File: src/hw/rtl/hkaf_pkg.sv
// hkaf_pkg: shared types and constants for the haptic knob angle and force block
// no dependencies; imported by haptic_knob_angle_and_force

package hkaf_pkg;

  // fixed field widths
  localparam int ANGLE_W = 26;
  localparam int SPEED_W = 27;
  localparam int LEVEL_W = 16;
  localparam int GAIN_W  = 20;
  localparam int SGAIN_W = 10;
  localparam int DB_W    = 10;
  localparam int THR_W   = 10;
  localparam int TURN_W  = 16;
  localparam int CFG_W   = 26;
  localparam int CFG_A_W = 3;

  // output request layout: on, dir, level, angle, speed, zero fill
  localparam int OUT_FIELDS_W = 2 + LEVEL_W + ANGLE_W + SPEED_W;
  localparam int OUT_DATA_W   = ((OUT_FIELDS_W + 7) / 8) * 8;

  // fixed wall drive level
  localparam logic [LEVEL_W-1:0] WALL_DRIVE = 16'd1000;

  // register indexes
  typedef enum logic [CFG_A_W-1:0] {
    REG_MODE            = 3'd0,
    REG_FLIP_THRESHOLD  = 3'd1,
    REG_ANGLE_DEAD_BAND = 3'd2,
    REG_SPEED_DEAD_BAND = 3'd3,
    REG_SPRING_GAIN     = 3'd4,
    REG_DAMPING_GAIN    = 3'd5,
    REG_TEXTURE_GAIN    = 3'd6,
    REG_WALL_POSITION   = 3'd7
  } reg_idx_t;

  // drive modes
  typedef enum logic [1:0] {
    MODE_SPRING  = 2'd0,
    MODE_DAMPER  = 2'd1,
    MODE_TEXTURE = 2'd2,
    MODE_WALL    = 2'd3
  } mode_t;

  // register reset values
  localparam logic [THR_W-1:0]   RST_FLIP_THRESHOLD  = 10'd500;
  localparam logic [DB_W-1:0]    RST_ANGLE_DEAD_BAND = 10'd102;
  localparam logic [DB_W-1:0]    RST_SPEED_DEAD_BAND = 10'd1;
  localparam logic [SGAIN_W-1:0] RST_SPRING_GAIN     = 10'd100;
  localparam logic [GAIN_W-1:0]  RST_DAMPING_GAIN    = 20'd100000;
  localparam logic [GAIN_W-1:0]  RST_TEXTURE_GAIN    = 20'd200000;
  localparam logic [ANGLE_W-1:0] RST_WALL_POSITION   = 26'd1024;

  // drive decision handed from the rule stage to the scaling stage
  typedef struct packed {
    logic on;
    logic dir;
    logic fixed;
  } drive_ctl_t;

endpackage

File: src/hw/rtl/haptic_knob_angle_and_force.sv
// haptic_knob_angle_and_force: multi-turn angle unwrap and force-feedback drive
// depends on hkaf_pkg

// Takes one sensor reading (tuser 0) or rezero request (tuser 1) per cycle and returns
// one result request for each: drive_on, direction, drive_level, the unwrapped angle
// in 1/2^READING_BITS turn and the speed. Sustained rate is one request per clock while
// out_tready stays high; a request passes through the input register, the unwrap
// stage and the drive rule stage, then a 27x20 multiply and saturate into the output register.
// All stages move together whenever the output register is empty or being taken, and
// in_tready is high just then. Configuration writes go through
// cfg_wr_en/cfg_addr/cfg_wr_data and are to be done while no request is in flight.

module haptic_knob_angle_and_force
  import hkaf_pkg::*;
#(
  parameter int READING_BITS = 10
) (
  input  logic                  clk,
  input  logic                  rst_n,
  // input requests
  input  logic                  in_tvalid,
  output logic                  in_tready,
  // [READING_BITS-1:0] sensor_reading, zero fill above
  input  logic [((READING_BITS + 7) / 8) * 8 - 1:0] in_tdata,
  // [0] opcode
  input  logic                  in_tuser,
  // result requests
  output logic                  out_tvalid,
  input  logic                  out_tready,
  // [0] drive_on, [1] direction, [17:2] drive_level, [43:18] angle,
  // [70:44] speed, zero fill above
  output logic [OUT_DATA_W-1:0] out_tdata,
  // configuration writes
  input  logic                  cfg_wr_en,
  input  logic [CFG_A_W-1:0]    cfg_addr,
  input  logic [CFG_W-1:0]      cfg_wr_data
);

  localparam int RB    = READING_BITS;
  localparam int MAG_W = RB + 1;
  localparam int CMP_W = (MAG_W > THR_W) ? MAG_W : THR_W;
  localparam int UNW_W = (TURN_W + RB > ANGLE_W) ? TURN_W + RB : ANGLE_W;
  localparam int EXC_W = SPEED_W;
  localparam int XW    = SPEED_W + 1;
  localparam int PROD_W = EXC_W + GAIN_W;

  // ---------------------------------------------------------------------------
  // configuration registers
  mode_t              mode_r;
  logic [THR_W-1:0]   flip_threshold_r;
  logic [DB_W-1:0]    angle_dead_band_r;
  logic [DB_W-1:0]    speed_dead_band_r;
  logic [SGAIN_W-1:0] spring_gain_r;
  logic [GAIN_W-1:0]  damping_gain_r;
  logic [GAIN_W-1:0]  texture_gain_r;
  logic [ANGLE_W-1:0] wall_position_r;

  always_ff @(posedge clk) begin
    if (!rst_n) begin
      mode_r            <= MODE_SPRING;
      flip_threshold_r  <= RST_FLIP_THRESHOLD;
      angle_dead_band_r <= RST_ANGLE_DEAD_BAND;
      speed_dead_band_r <= RST_SPEED_DEAD_BAND;
      spring_gain_r     <= RST_SPRING_GAIN;
      damping_gain_r    <= RST_DAMPING_GAIN;
      texture_gain_r    <= RST_TEXTURE_GAIN;
      wall_position_r   <= RST_WALL_POSITION;
    end else if (cfg_wr_en) begin
      unique case (reg_idx_t'(cfg_addr))
        REG_MODE:            mode_r            <= mode_t'(cfg_wr_data[1:0]);
        REG_FLIP_THRESHOLD:  flip_threshold_r  <= cfg_wr_data[THR_W-1:0];
        REG_ANGLE_DEAD_BAND: angle_dead_band_r <= cfg_wr_data[DB_W-1:0];
        REG_SPEED_DEAD_BAND: speed_dead_band_r <= cfg_wr_data[DB_W-1:0];
        REG_SPRING_GAIN:     spring_gain_r     <= cfg_wr_data[SGAIN_W-1:0];
        REG_DAMPING_GAIN:    damping_gain_r    <= cfg_wr_data[GAIN_W-1:0];
        REG_TEXTURE_GAIN:    texture_gain_r    <= cfg_wr_data[GAIN_W-1:0];
        REG_WALL_POSITION:   wall_position_r   <= cfg_wr_data[ANGLE_W-1:0];
        default:             ;
      endcase
    end
  end

  // ---------------------------------------------------------------------------
  // pipeline advance: move whenever the output register is free or being taken
  logic out_valid_r;
  logic adv;

  assign adv       = !out_valid_r || out_tready;
  assign in_tready = adv;

  // input register
  logic          s0_valid_r;
  logic          s0_rezero_r;
  logic [RB-1:0] s0_reading_r;

  always_ff @(posedge clk) begin
    if (!rst_n) begin
      s0_valid_r <= 1'b0;
    end else if (adv) begin
      s0_valid_r <= in_tvalid;
    end
  end

  always_ff @(posedge clk) begin
    if (adv) begin
      s0_rezero_r  <= in_tuser;
      s0_reading_r <= in_tdata[RB-1:0];
    end
  end

  // ---------------------------------------------------------------------------
  // unwrap state
  logic [RB-1:0]      prev_reading_r, prev_reading_nxt;
  logic [RB-1:0]      prev_prev_reading_r, prev_prev_reading_nxt;
  logic [RB-1:0]      zero_reading_r, zero_reading_nxt;
  logic [TURN_W-1:0]  turn_count_r, turn_count_nxt;
  logic               wrap_latched_r, wrap_latched_nxt;
  logic [ANGLE_W-1:0] angle_reg_r, angle_reg_nxt;

  logic signed [MAG_W-1:0]   diff;
  logic [MAG_W-1:0]          mag;
  logic                      wrap;
  logic [UNW_W-1:0]          unwrapped;
  logic signed [SPEED_W-1:0] speed_nxt;

  // reading jump against two samples back, turn count and angle
  always_comb begin
    diff = $signed({1'b0, s0_reading_r}) - $signed({1'b0, prev_prev_reading_r});
    mag  = diff[MAG_W-1] ? MAG_W'(-diff) : MAG_W'(diff);
    wrap = (CMP_W'(mag) > CMP_W'(flip_threshold_r)) && !wrap_latched_r;

    turn_count_nxt = turn_count_r;
    if (wrap) begin
      if (!diff[MAG_W-1])
        turn_count_nxt = turn_count_r - TURN_W'(1);
      else
        turn_count_nxt = turn_count_r + TURN_W'(1);
    end

    unwrapped = (UNW_W'($signed(turn_count_nxt)) << RB)
              + UNW_W'(s0_reading_r) - UNW_W'(zero_reading_r);

    prev_reading_nxt      = s0_reading_r;
    prev_prev_reading_nxt = prev_reading_r;
    zero_reading_nxt      = zero_reading_r;
    wrap_latched_nxt      = wrap;
    angle_reg_nxt         = unwrapped[ANGLE_W-1:0];

    // rezero keeps the wrap latch and clears the count and angle
    if (s0_rezero_r) begin
      prev_reading_nxt      = s0_reading_r;
      prev_prev_reading_nxt = s0_reading_r;
      zero_reading_nxt      = s0_reading_r;
      turn_count_nxt        = '0;
      wrap_latched_nxt      = wrap_latched_r;
      angle_reg_nxt         = '0;
    end

    speed_nxt = SPEED_W'($signed(angle_reg_r)) - SPEED_W'($signed(angle_reg_nxt));
  end

  always_ff @(posedge clk) begin
    if (!rst_n) begin
      prev_reading_r      <= '0;
      prev_prev_reading_r <= '0;
      zero_reading_r      <= '0;
      turn_count_r        <= '0;
      wrap_latched_r      <= 1'b0;
      angle_reg_r         <= '0;
    end else if (adv && s0_valid_r) begin
      prev_reading_r      <= prev_reading_nxt;
      prev_prev_reading_r <= prev_prev_reading_nxt;
      zero_reading_r      <= zero_reading_nxt;
      turn_count_r        <= turn_count_nxt;
      wrap_latched_r      <= wrap_latched_nxt;
      angle_reg_r         <= angle_reg_nxt;
    end
  end

  // angle stage register
  logic                      s1_valid_r;
  logic                      s1_rezero_r;
  logic signed [ANGLE_W-1:0] s1_angle_r;
  logic signed [SPEED_W-1:0] s1_speed_r;

  always_ff @(posedge clk) begin
    if (!rst_n) begin
      s1_valid_r <= 1'b0;
    end else if (adv) begin
      s1_valid_r <= s0_valid_r;
    end
  end

  always_ff @(posedge clk) begin
    if (adv) begin
      s1_rezero_r <= s0_rezero_r;
      s1_angle_r  <= $signed(angle_reg_nxt);
      s1_speed_r  <= s0_rezero_r ? '0 : speed_nxt;
    end
  end

  // ---------------------------------------------------------------------------
  // drive rule: direction, excess beyond the dead band and gain
  drive_ctl_t            ctl_nxt;
  logic [EXC_W-1:0]      excess_nxt;
  logic [GAIN_W-1:0]     gain_nxt;
  logic signed [XW-1:0]  ang_x, spd_x, adb_x, sdb_x, exc_x;
  logic signed [XW-1:0]  ang3;
  logic [GAIN_W-1:0]     damp_gain;
  logic                  damp_en;

  always_comb begin
    ang_x = XW'(s1_angle_r);
    spd_x = XW'(s1_speed_r);
    adb_x = $signed(XW'(angle_dead_band_r));
    sdb_x = $signed(XW'(speed_dead_band_r));
    ang3  = ang_x + (ang_x <<< 1);

    ctl_nxt   = '0;
    exc_x     = '0;
    gain_nxt  = '0;
    damp_en   = 1'b0;
    damp_gain = damping_gain_r;

    unique case (mode_r)
      MODE_SPRING: begin
        gain_nxt = GAIN_W'(spring_gain_r);
        if (ang_x > adb_x) begin
          ctl_nxt.on = 1'b1;
          exc_x      = ang_x - adb_x;
        end else if (ang_x < -adb_x) begin
          ctl_nxt.on  = 1'b1;
          ctl_nxt.dir = 1'b1;
          exc_x       = -ang_x - adb_x;
        end
      end
      MODE_DAMPER: begin
        damp_en = 1'b1;
      end
      MODE_TEXTURE: begin
        // active on every other third-turn band
        damp_en   = ang3[RB];
        damp_gain = texture_gain_r;
      end
      MODE_WALL: begin
        if (s1_angle_r > $signed(wall_position_r)) begin
          ctl_nxt.on    = 1'b1;
          ctl_nxt.fixed = 1'b1;
        end
      end
      default: ;
    endcase

    // shared damper rule
    if (damp_en) begin
      gain_nxt = damp_gain;
      if (spd_x > sdb_x) begin
        ctl_nxt.on  = 1'b1;
        ctl_nxt.dir = 1'b1;
        exc_x       = spd_x - sdb_x;
      end else if (spd_x < -sdb_x) begin
        ctl_nxt.on = 1'b1;
        exc_x      = -spd_x - sdb_x;
      end
    end

    if (s1_rezero_r)
      ctl_nxt = '0;
    excess_nxt = exc_x[EXC_W-1:0];
  end

  // rule stage register
  logic                      s2_valid_r;
  drive_ctl_t                s2_ctl_r;
  logic [EXC_W-1:0]          s2_excess_r;
  logic [GAIN_W-1:0]         s2_gain_r;
  logic signed [ANGLE_W-1:0] s2_angle_r;
  logic signed [SPEED_W-1:0] s2_speed_r;

  always_ff @(posedge clk) begin
    if (!rst_n) begin
      s2_valid_r <= 1'b0;
    end else if (adv) begin
      s2_valid_r <= s1_valid_r;
    end
  end

  always_ff @(posedge clk) begin
    if (adv) begin
      s2_ctl_r    <= ctl_nxt;
      s2_excess_r <= excess_nxt;
      s2_gain_r   <= gain_nxt;
      s2_angle_r  <= s1_angle_r;
      s2_speed_r  <= s1_speed_r;
    end
  end

  // ---------------------------------------------------------------------------
  // scale by the gain, drop the fraction, saturate; a fixed drive gives WALL_DRIVE
  logic [PROD_W-1:0]  prod;
  logic [LEVEL_W-1:0] level_nxt;

  always_comb begin
    prod = PROD_W'(s2_excess_r) * PROD_W'(s2_gain_r);
    if (!s2_ctl_r.on)
      level_nxt = '0;
    else if (s2_ctl_r.fixed)
      level_nxt = WALL_DRIVE;
    else if (|prod[PROD_W-1:RB+LEVEL_W])
      level_nxt = '1;
    else
      level_nxt = prod[RB+LEVEL_W-1:RB];
  end

  // output register
  logic                      out_on_r;
  logic                      out_dir_r;
  logic [LEVEL_W-1:0]        out_level_r;
  logic signed [ANGLE_W-1:0] out_angle_r;
  logic signed [SPEED_W-1:0] out_speed_r;

  always_ff @(posedge clk) begin
    if (!rst_n) begin
      out_valid_r <= 1'b0;
    end else if (adv) begin
      out_valid_r <= s2_valid_r;
    end
  end

  always_ff @(posedge clk) begin
    if (adv) begin
      out_on_r    <= s2_ctl_r.on;
      out_dir_r   <= s2_ctl_r.dir;
      out_level_r <= level_nxt;
      out_angle_r <= s2_angle_r;
      out_speed_r <= s2_speed_r;
    end
  end

  assign out_tvalid = out_valid_r;
  assign out_tdata  = OUT_DATA_W'({out_speed_r, out_angle_r, out_level_r, out_dir_r, out_on_r});

endmodule
File: config.mk
export PLATFORM = sky130hd
export DESIGN_NAME = haptic_knob_angle_and_force
export DESIGN_NICKNAME = d
export VERILOG_FILES = /design/src/hw/rtl/hkaf_pkg.sv /design/src/hw/rtl/haptic_knob_angle_and_force.sv
export SDC_FILE = /design/constraint.sdc
export NUM_CORES = 2
export LEC_CHECK = 0
export BUFFER_PORTS_ARGS = -buffer_cell sky130_fd_sc_hd__buf_2
export CAP_MARGIN = 20
export CORE_UTILIZATION = 60
export CTS_CLUSTER_DIAMETER = 40
export DETAILED_ROUTE_END_ITERATION = 12
export PLACE_DENSITY = 0.77
export SYNTH_ARGS = -nofsm -noshare
export SYNTH_HDL_FRONTEND = slang
export SYNTH_SLANG_ARGS = --single-unit
File: constraint.sdc
create_clock -name clk -period 13.1 [get_ports clk]
set_input_delay 0.655 -clock clk [delete_from_list [all_inputs] [get_ports clk]]
set_output_delay 0.655 -clock clk [all_outputs]
set_load 0.01 [all_outputs]
; Yosys cells after proc, flatten, opt, wreduce, memory -nomap -nowiden
; Cells that the tools add are included.
[op_classes]
add_sub_neg = 16
multipliers = 1
n_lt_le_gt_ge = 6
n_eq_ne = 10
mux = 28
bitwise = 3
reduce_logical = 20
[op_table]
columns = operator, n
row1 = 27-bit two-way mux, 6
row2 = 27-bit by 11-bit subtractor with 27-bit output, 3
row3 = 16-bit two-way mux, 4
row4 = 10-bit negation with 28-bit output, 2
row5 = 27-bit by 20-bit multiplier with 47-bit output, 1
row6 = 20-bit two-way mux, 2
row7 = 10-bit two-way mux, 3
row8 = 26-bit by 28-bit < comparator with 1-bit output, 1
row9 = 27-bit by 28-bit < comparator with 1-bit output, 1
row10 = 27-bit by 11-bit > comparator with 1-bit output, 1
row11 = 26-bit negation with 27-bit output, 1
row12 = 27-bit negation, 1
row13 = 26-bit by 11-bit subtractor with 27-bit output, 1
row14 = 26-bit by 26-bit subtractor with 27-bit output, 1
row15 = 26-bit by 10-bit adder with 26-bit output, 1
row16 = 26-bit by 11-bit > comparator with 1-bit output, 1
row17 = 26-bit > comparator, 1
row18 = 26-bit two-way mux, 1
row19 = 26-bit by 10-bit subtractor with 26-bit output, 1
row20 = 21-bit OR reduction, 1
row21 = 2-bit AND reduction, 10
row22 = "16-bit by 1-bit adder with 16-bit output, second input constant", 1
row23 = "16-bit by 1-bit subtractor with 16-bit output, second input constant", 1
row24 = "3-bit equality test, second input constant", 4
row25 = 19 further kinds, 34
[totals]
register_bits = 424
input_bits = 51
output_inout_bits = 74
wordCells = 120

; Depth between registers and ports, before layout
[depth]
word_depth = 10
depth_mapped = 38
depth_no_buf = 36

; Least setup slack after synthesis
; OpenSTA, ideal clock, no wires.
[synth_timing]
path_type = register -> register
from = register s2_gain_r[5]
to = register out_level_r[11] (data pin)
setup_ns = 0.286
arrival_time_ns = 7.419
required_ns = 12.814
path_slack_ns = 5.395
path_stages_with_launch = 30
n_path_buf = 2
synth_period_minus_slack_ns = 7.705
cell_sequence = edfxtp_1 > clkbuf_1 > nand2_1 > fa_1 > inv_1 > fa_1 > inv_1 > fa_1 > inv_1 > fa_1 > inv_1 > fa_1 > inv_1 > fa_1 > inv_1 > fa_1 > inv_1 > ha_1 > a21oi_1 > nor2_1 > a211oi_1 > o21ai_0 > o21ai_0 > a221oi_1 > nand2b_1 > a211o_1 > a31o_2 > nor3_2 > buf_2 > a41oi_1
[synth_via]
elab_chain_len = 3
[synth_rtl]
columns = item, line_no
row1 = "start, declared", haptic_knob_angle_and_force.sv:276  ; logic [GAIN_W-1:0] s2_gain_r;
row2 = "start signal, assigned", haptic_knob_angle_and_force.sv:292  ; s2_gain_r <= gain_nxt;
row3 = 27-bit by 20-bit multiplier with 47-bit output *, haptic_knob_angle_and_force.sv:304  ; prod = PROD_W'(s2_excess_r) * PROD_W'(s2_gain_r);
row4 = 21-bit OR reduction, haptic_knob_angle_and_force.sv:309  ; else if (|prod[PROD_W-1:RB+LEVEL_W])
row5 = 16-bit two-way mux *, haptic_knob_angle_and_force.sv:309
row6 = "end signal, assigned", haptic_knob_angle_and_force.sv:334  ; out_level_r <= level_nxt;
row7 = "end, declared", haptic_knob_angle_and_force.sv:318  ; logic [LEVEL_W-1:0] out_level_r;
; Mark *: on every way between the ends. The rest lies on a longest branch, timed or not.
; A chain may end at the register's enable or synchronous reset.

; Worst setup path after layout
[layout_timing]
from = register s2_gain_r[8]
to = register out_level_r[15] (data pin)
; Same word-level chain as after synthesis.

==> key figures <==
Synth
  • Syn Inst Count: 4787
  • Commonest register cell after synthesis: edfxtp_1
  • Sequential-to-total area share from yosys stat: 0.248
  • Share of the synthesized area in the top cell type: 0.207
  • Synth area leaders: fa_1 21%, edfxtp_1 16%, ha_1 13%
  • Cell type with the largest total area after synthesis: fa_1
  • EDFF count, synth: 239
  • Synthesis Warnings: 0
  • Net Count, Synth: 5734
  • Unique masters post-synth: 83
  • Seq cells post-synth: 424
  • Avg Synthesized Cell Area: 9.16 sq um
  • Fraction of registers with async set/reset: 0
  • Post-Syn Area: 0.0439 sq mm

Drt
  • Starting DRT DRC Count: 2138
  • DR WL/cell: 18.8 um
  • Post-route ant nets: 0
  • Vias: 33153
  • # DRC: 0
  • First-pass DRT Iterations: 5
  • Vias per cell: 5.72
  • WL final: 109000 um

STA
  • Minimum clock period: 9.54 ns
  • Worst slew margin: 0.272
  • Tightest Pin Transition: 1.09 ns
  • RSZ-0062 raised after global routing: no
  • Final Cycle Share: 0.729
  • Final setup margin: 3.56 ns
  • Hold violation total from the final report: 0
  • Setup violators final: 0
  • Max-slew violations: 0
  • Post-route setup TNS: 0 ns
  • Fmax: 105 MHz
  • Clock Skews: 0.0672 ns
  • Hold slack: 0.158 ns

Placed design
  • Final GP Congestion: 0.967
  • Post-Place Setup Slack: 3.67 ns
  • Placed insts: 5680
  • PortBufs: 117
  • Placed cell areas: 0.0451 sq mm
  • Dpl hpwl: 84200 um

Floorplanning
  • Total die area: 0.0742 sq mm
  • Starting Density: 0.610
  • Row count: 98
  • I/O pin cnt: 125
  • Die Y: 272 um
  • Die width: 272 um
  • Core Region: 0.0719 sq mm

Worst hold path
  • Hold depth: 1
  • HP Class: primary input to register

Clock tree
  • Clock tree buffer depth: 3
  • PostCTS Resize Cnt: 0
  • Number of post-CTS setup repair buffers: 0
  • CTS Root Cell: clkbuf_16
  • Clock-pin slew on the worst setup and hold paths: 0.06 ns
  • Skew-Pair Late Insertion Delay: 0.67 ns
  • Hold_buf cts: 0
  • H-tree lvl count: 2
  • CTS tree: done
  • Num CTS Buffers: 61
  • Clock sinks: 424

Finish
  • Reg area: 0.0109 sq mm
  • Nets: 5742
  • Most frequent cells in the layout: 742 x inv_1, 618 x nand2_1, 453 x fa_1
  • Fin cells: 5796
  • Area Growth Syn to Fin: 7.68%
  • Cell area after layout: 0.0472 sq mm
  • Final core occ: 0.657
  • Fillers: 5900
  • ANT cells: 0
  • Multi-input logic area: 0.0294 sq mm
  • Commonest non-fill, non-tap cell in the layout: inv_1
  • Layout cells sized above 1: 0.0586

Power and ir drop
  • Tot Pwr: 9.34 mW
  • Cell Pwr Density: 198 mW/mm^2
  • Worst vdd ir: 0.222 mV
  • P_leak: 21.2 nW

Global route
  • Gr usage total: 0.299
  • Vias in the first global route: 33512
  • Antenna violations before repair: 1
  • Pin count of the biggest net entering global routing: 113
  • First-pass GRT wire length: 176000 um
  • GRT overflow: 0

Outcome
  • Status: completed

Setup path
  • Setup CP Type: register to register
  • Crit start category: register
  • CP max FO: 27
  • Reg2reg path depth: 26
  • Critical path arrival: 9.87 ns
  • Critical path endpoint category: register
  • Worst Path Required: 13.43 ns

Job
  • Max cap viols: 0
-- report_power, final --
| part | total [mW] | leakage (nW) | internal, mW | switching, mW |
|---|---|---|---|---|
| combinational | 5.48 | 16.0 | 2.21 | 3.27 |
| clock | 1.66 | 1.02 | 0.962 | 0.696 |
| sequential | 2.20 | 4.22 | 1.74 | 0.468 |
-- synth_stat cells (all sizes together) (30+ instances only) --
library cell,n
mux2i,51
xnor2,147
and2,354
nor2b,56
o21a,44
a21oi,163
clkbuf,182
xor2,39
o211ai,30
nor2,198
nand3,74
inv,743
a21o,51
o21bai,30
nor3,56
o21ai,121
nand4,35
nand2,619
a21boi,115
dfxtp,185
ha,443
edfxtp,239
fa,453
-- flip-flops by register name, indices dropped and copies added (netlist names), 16 cells and up --
register	cells
angle_reg_r	26
damping_gain_r	20
out_angle_r	26
out_level_r	16
out_speed_r	27
s1_angle_r	26
s1_speed_r	27
s2_angle_r	26
s2_excess_r	27
s2_gain_r	20
s2_speed_r	27
texture_gain_r	20
turn_count_r	16
wall_position_r	26
-- final timing paths --
check	startpoint	to	slack, ns
max	s2_gain_r[8]	out_level_r[15]	3.56
min	in_tdata[9]	prev_reading_nxt[9]	0.16
max reg2reg	s2_gain_r[8]	out_level_r[15]	3.56
min reg2reg	s2_speed_r[16]	out_speed_r[16]	0.41
-- kinds of logic (layout without fill, tap and decap cells) --
group	Yosys count	count (layout)	synth area share
buf+inv	942	1001	0.0812
fa+ha+maj	896	896	0.333
simple gates	1519	1519	0.168
flops	424	424	0.248
xor+xnor	186	186	0.0371
mux	55	55	0.0127
compound gates	764	764	0.120
other cells	1	1	0.0000855
-- layer usage --
layer	up-vias	part of all wire	GRT usage
li1	15684	-	-
met1	16283	0.41	0.373
met2	960	0.49	0.516
met3	226	0.061	0.0500
met4	0	0.042	0.121
met5	-	0	0
-- area by class of cell --
type                       instances  area share
clock buffer                      67      0.0332
clock inverter                    47      0.0118
inverter                         744      0.0593
multi-input combinational       3421       0.623
sequential                       424       0.230
tap                              950      0.0252
timing repair buffer             143      0.0167
-- critical path, cell delays in order (launching register included) --
cell and delay (ns):
edfxtp_1 1.07, nand2_1 0.19, fa_1 0.57, inv_1 0.05, fa_1 0.50, inv_1 0.07, fa_1 0.50, inv_1 0.05
fa_1 0.52, inv_1 0.05, fa_1 0.54, inv_1 0.06, fa_1 0.55, inv_1 0.06, fa_1 0.52, inv_1 0.04
ha_1 0.28, nand2_1 0.09, nor3_1 0.42, nand2_1 0.16, a2111oi_0 0.78, o21ai_0 0.25, a221oi_1 0.52, o211ai_1 0.14
a31o_2 0.24, nor3_2 0.70, a41oi_1 0.26
No activity file was read; power rests on OpenSTA's default activity.
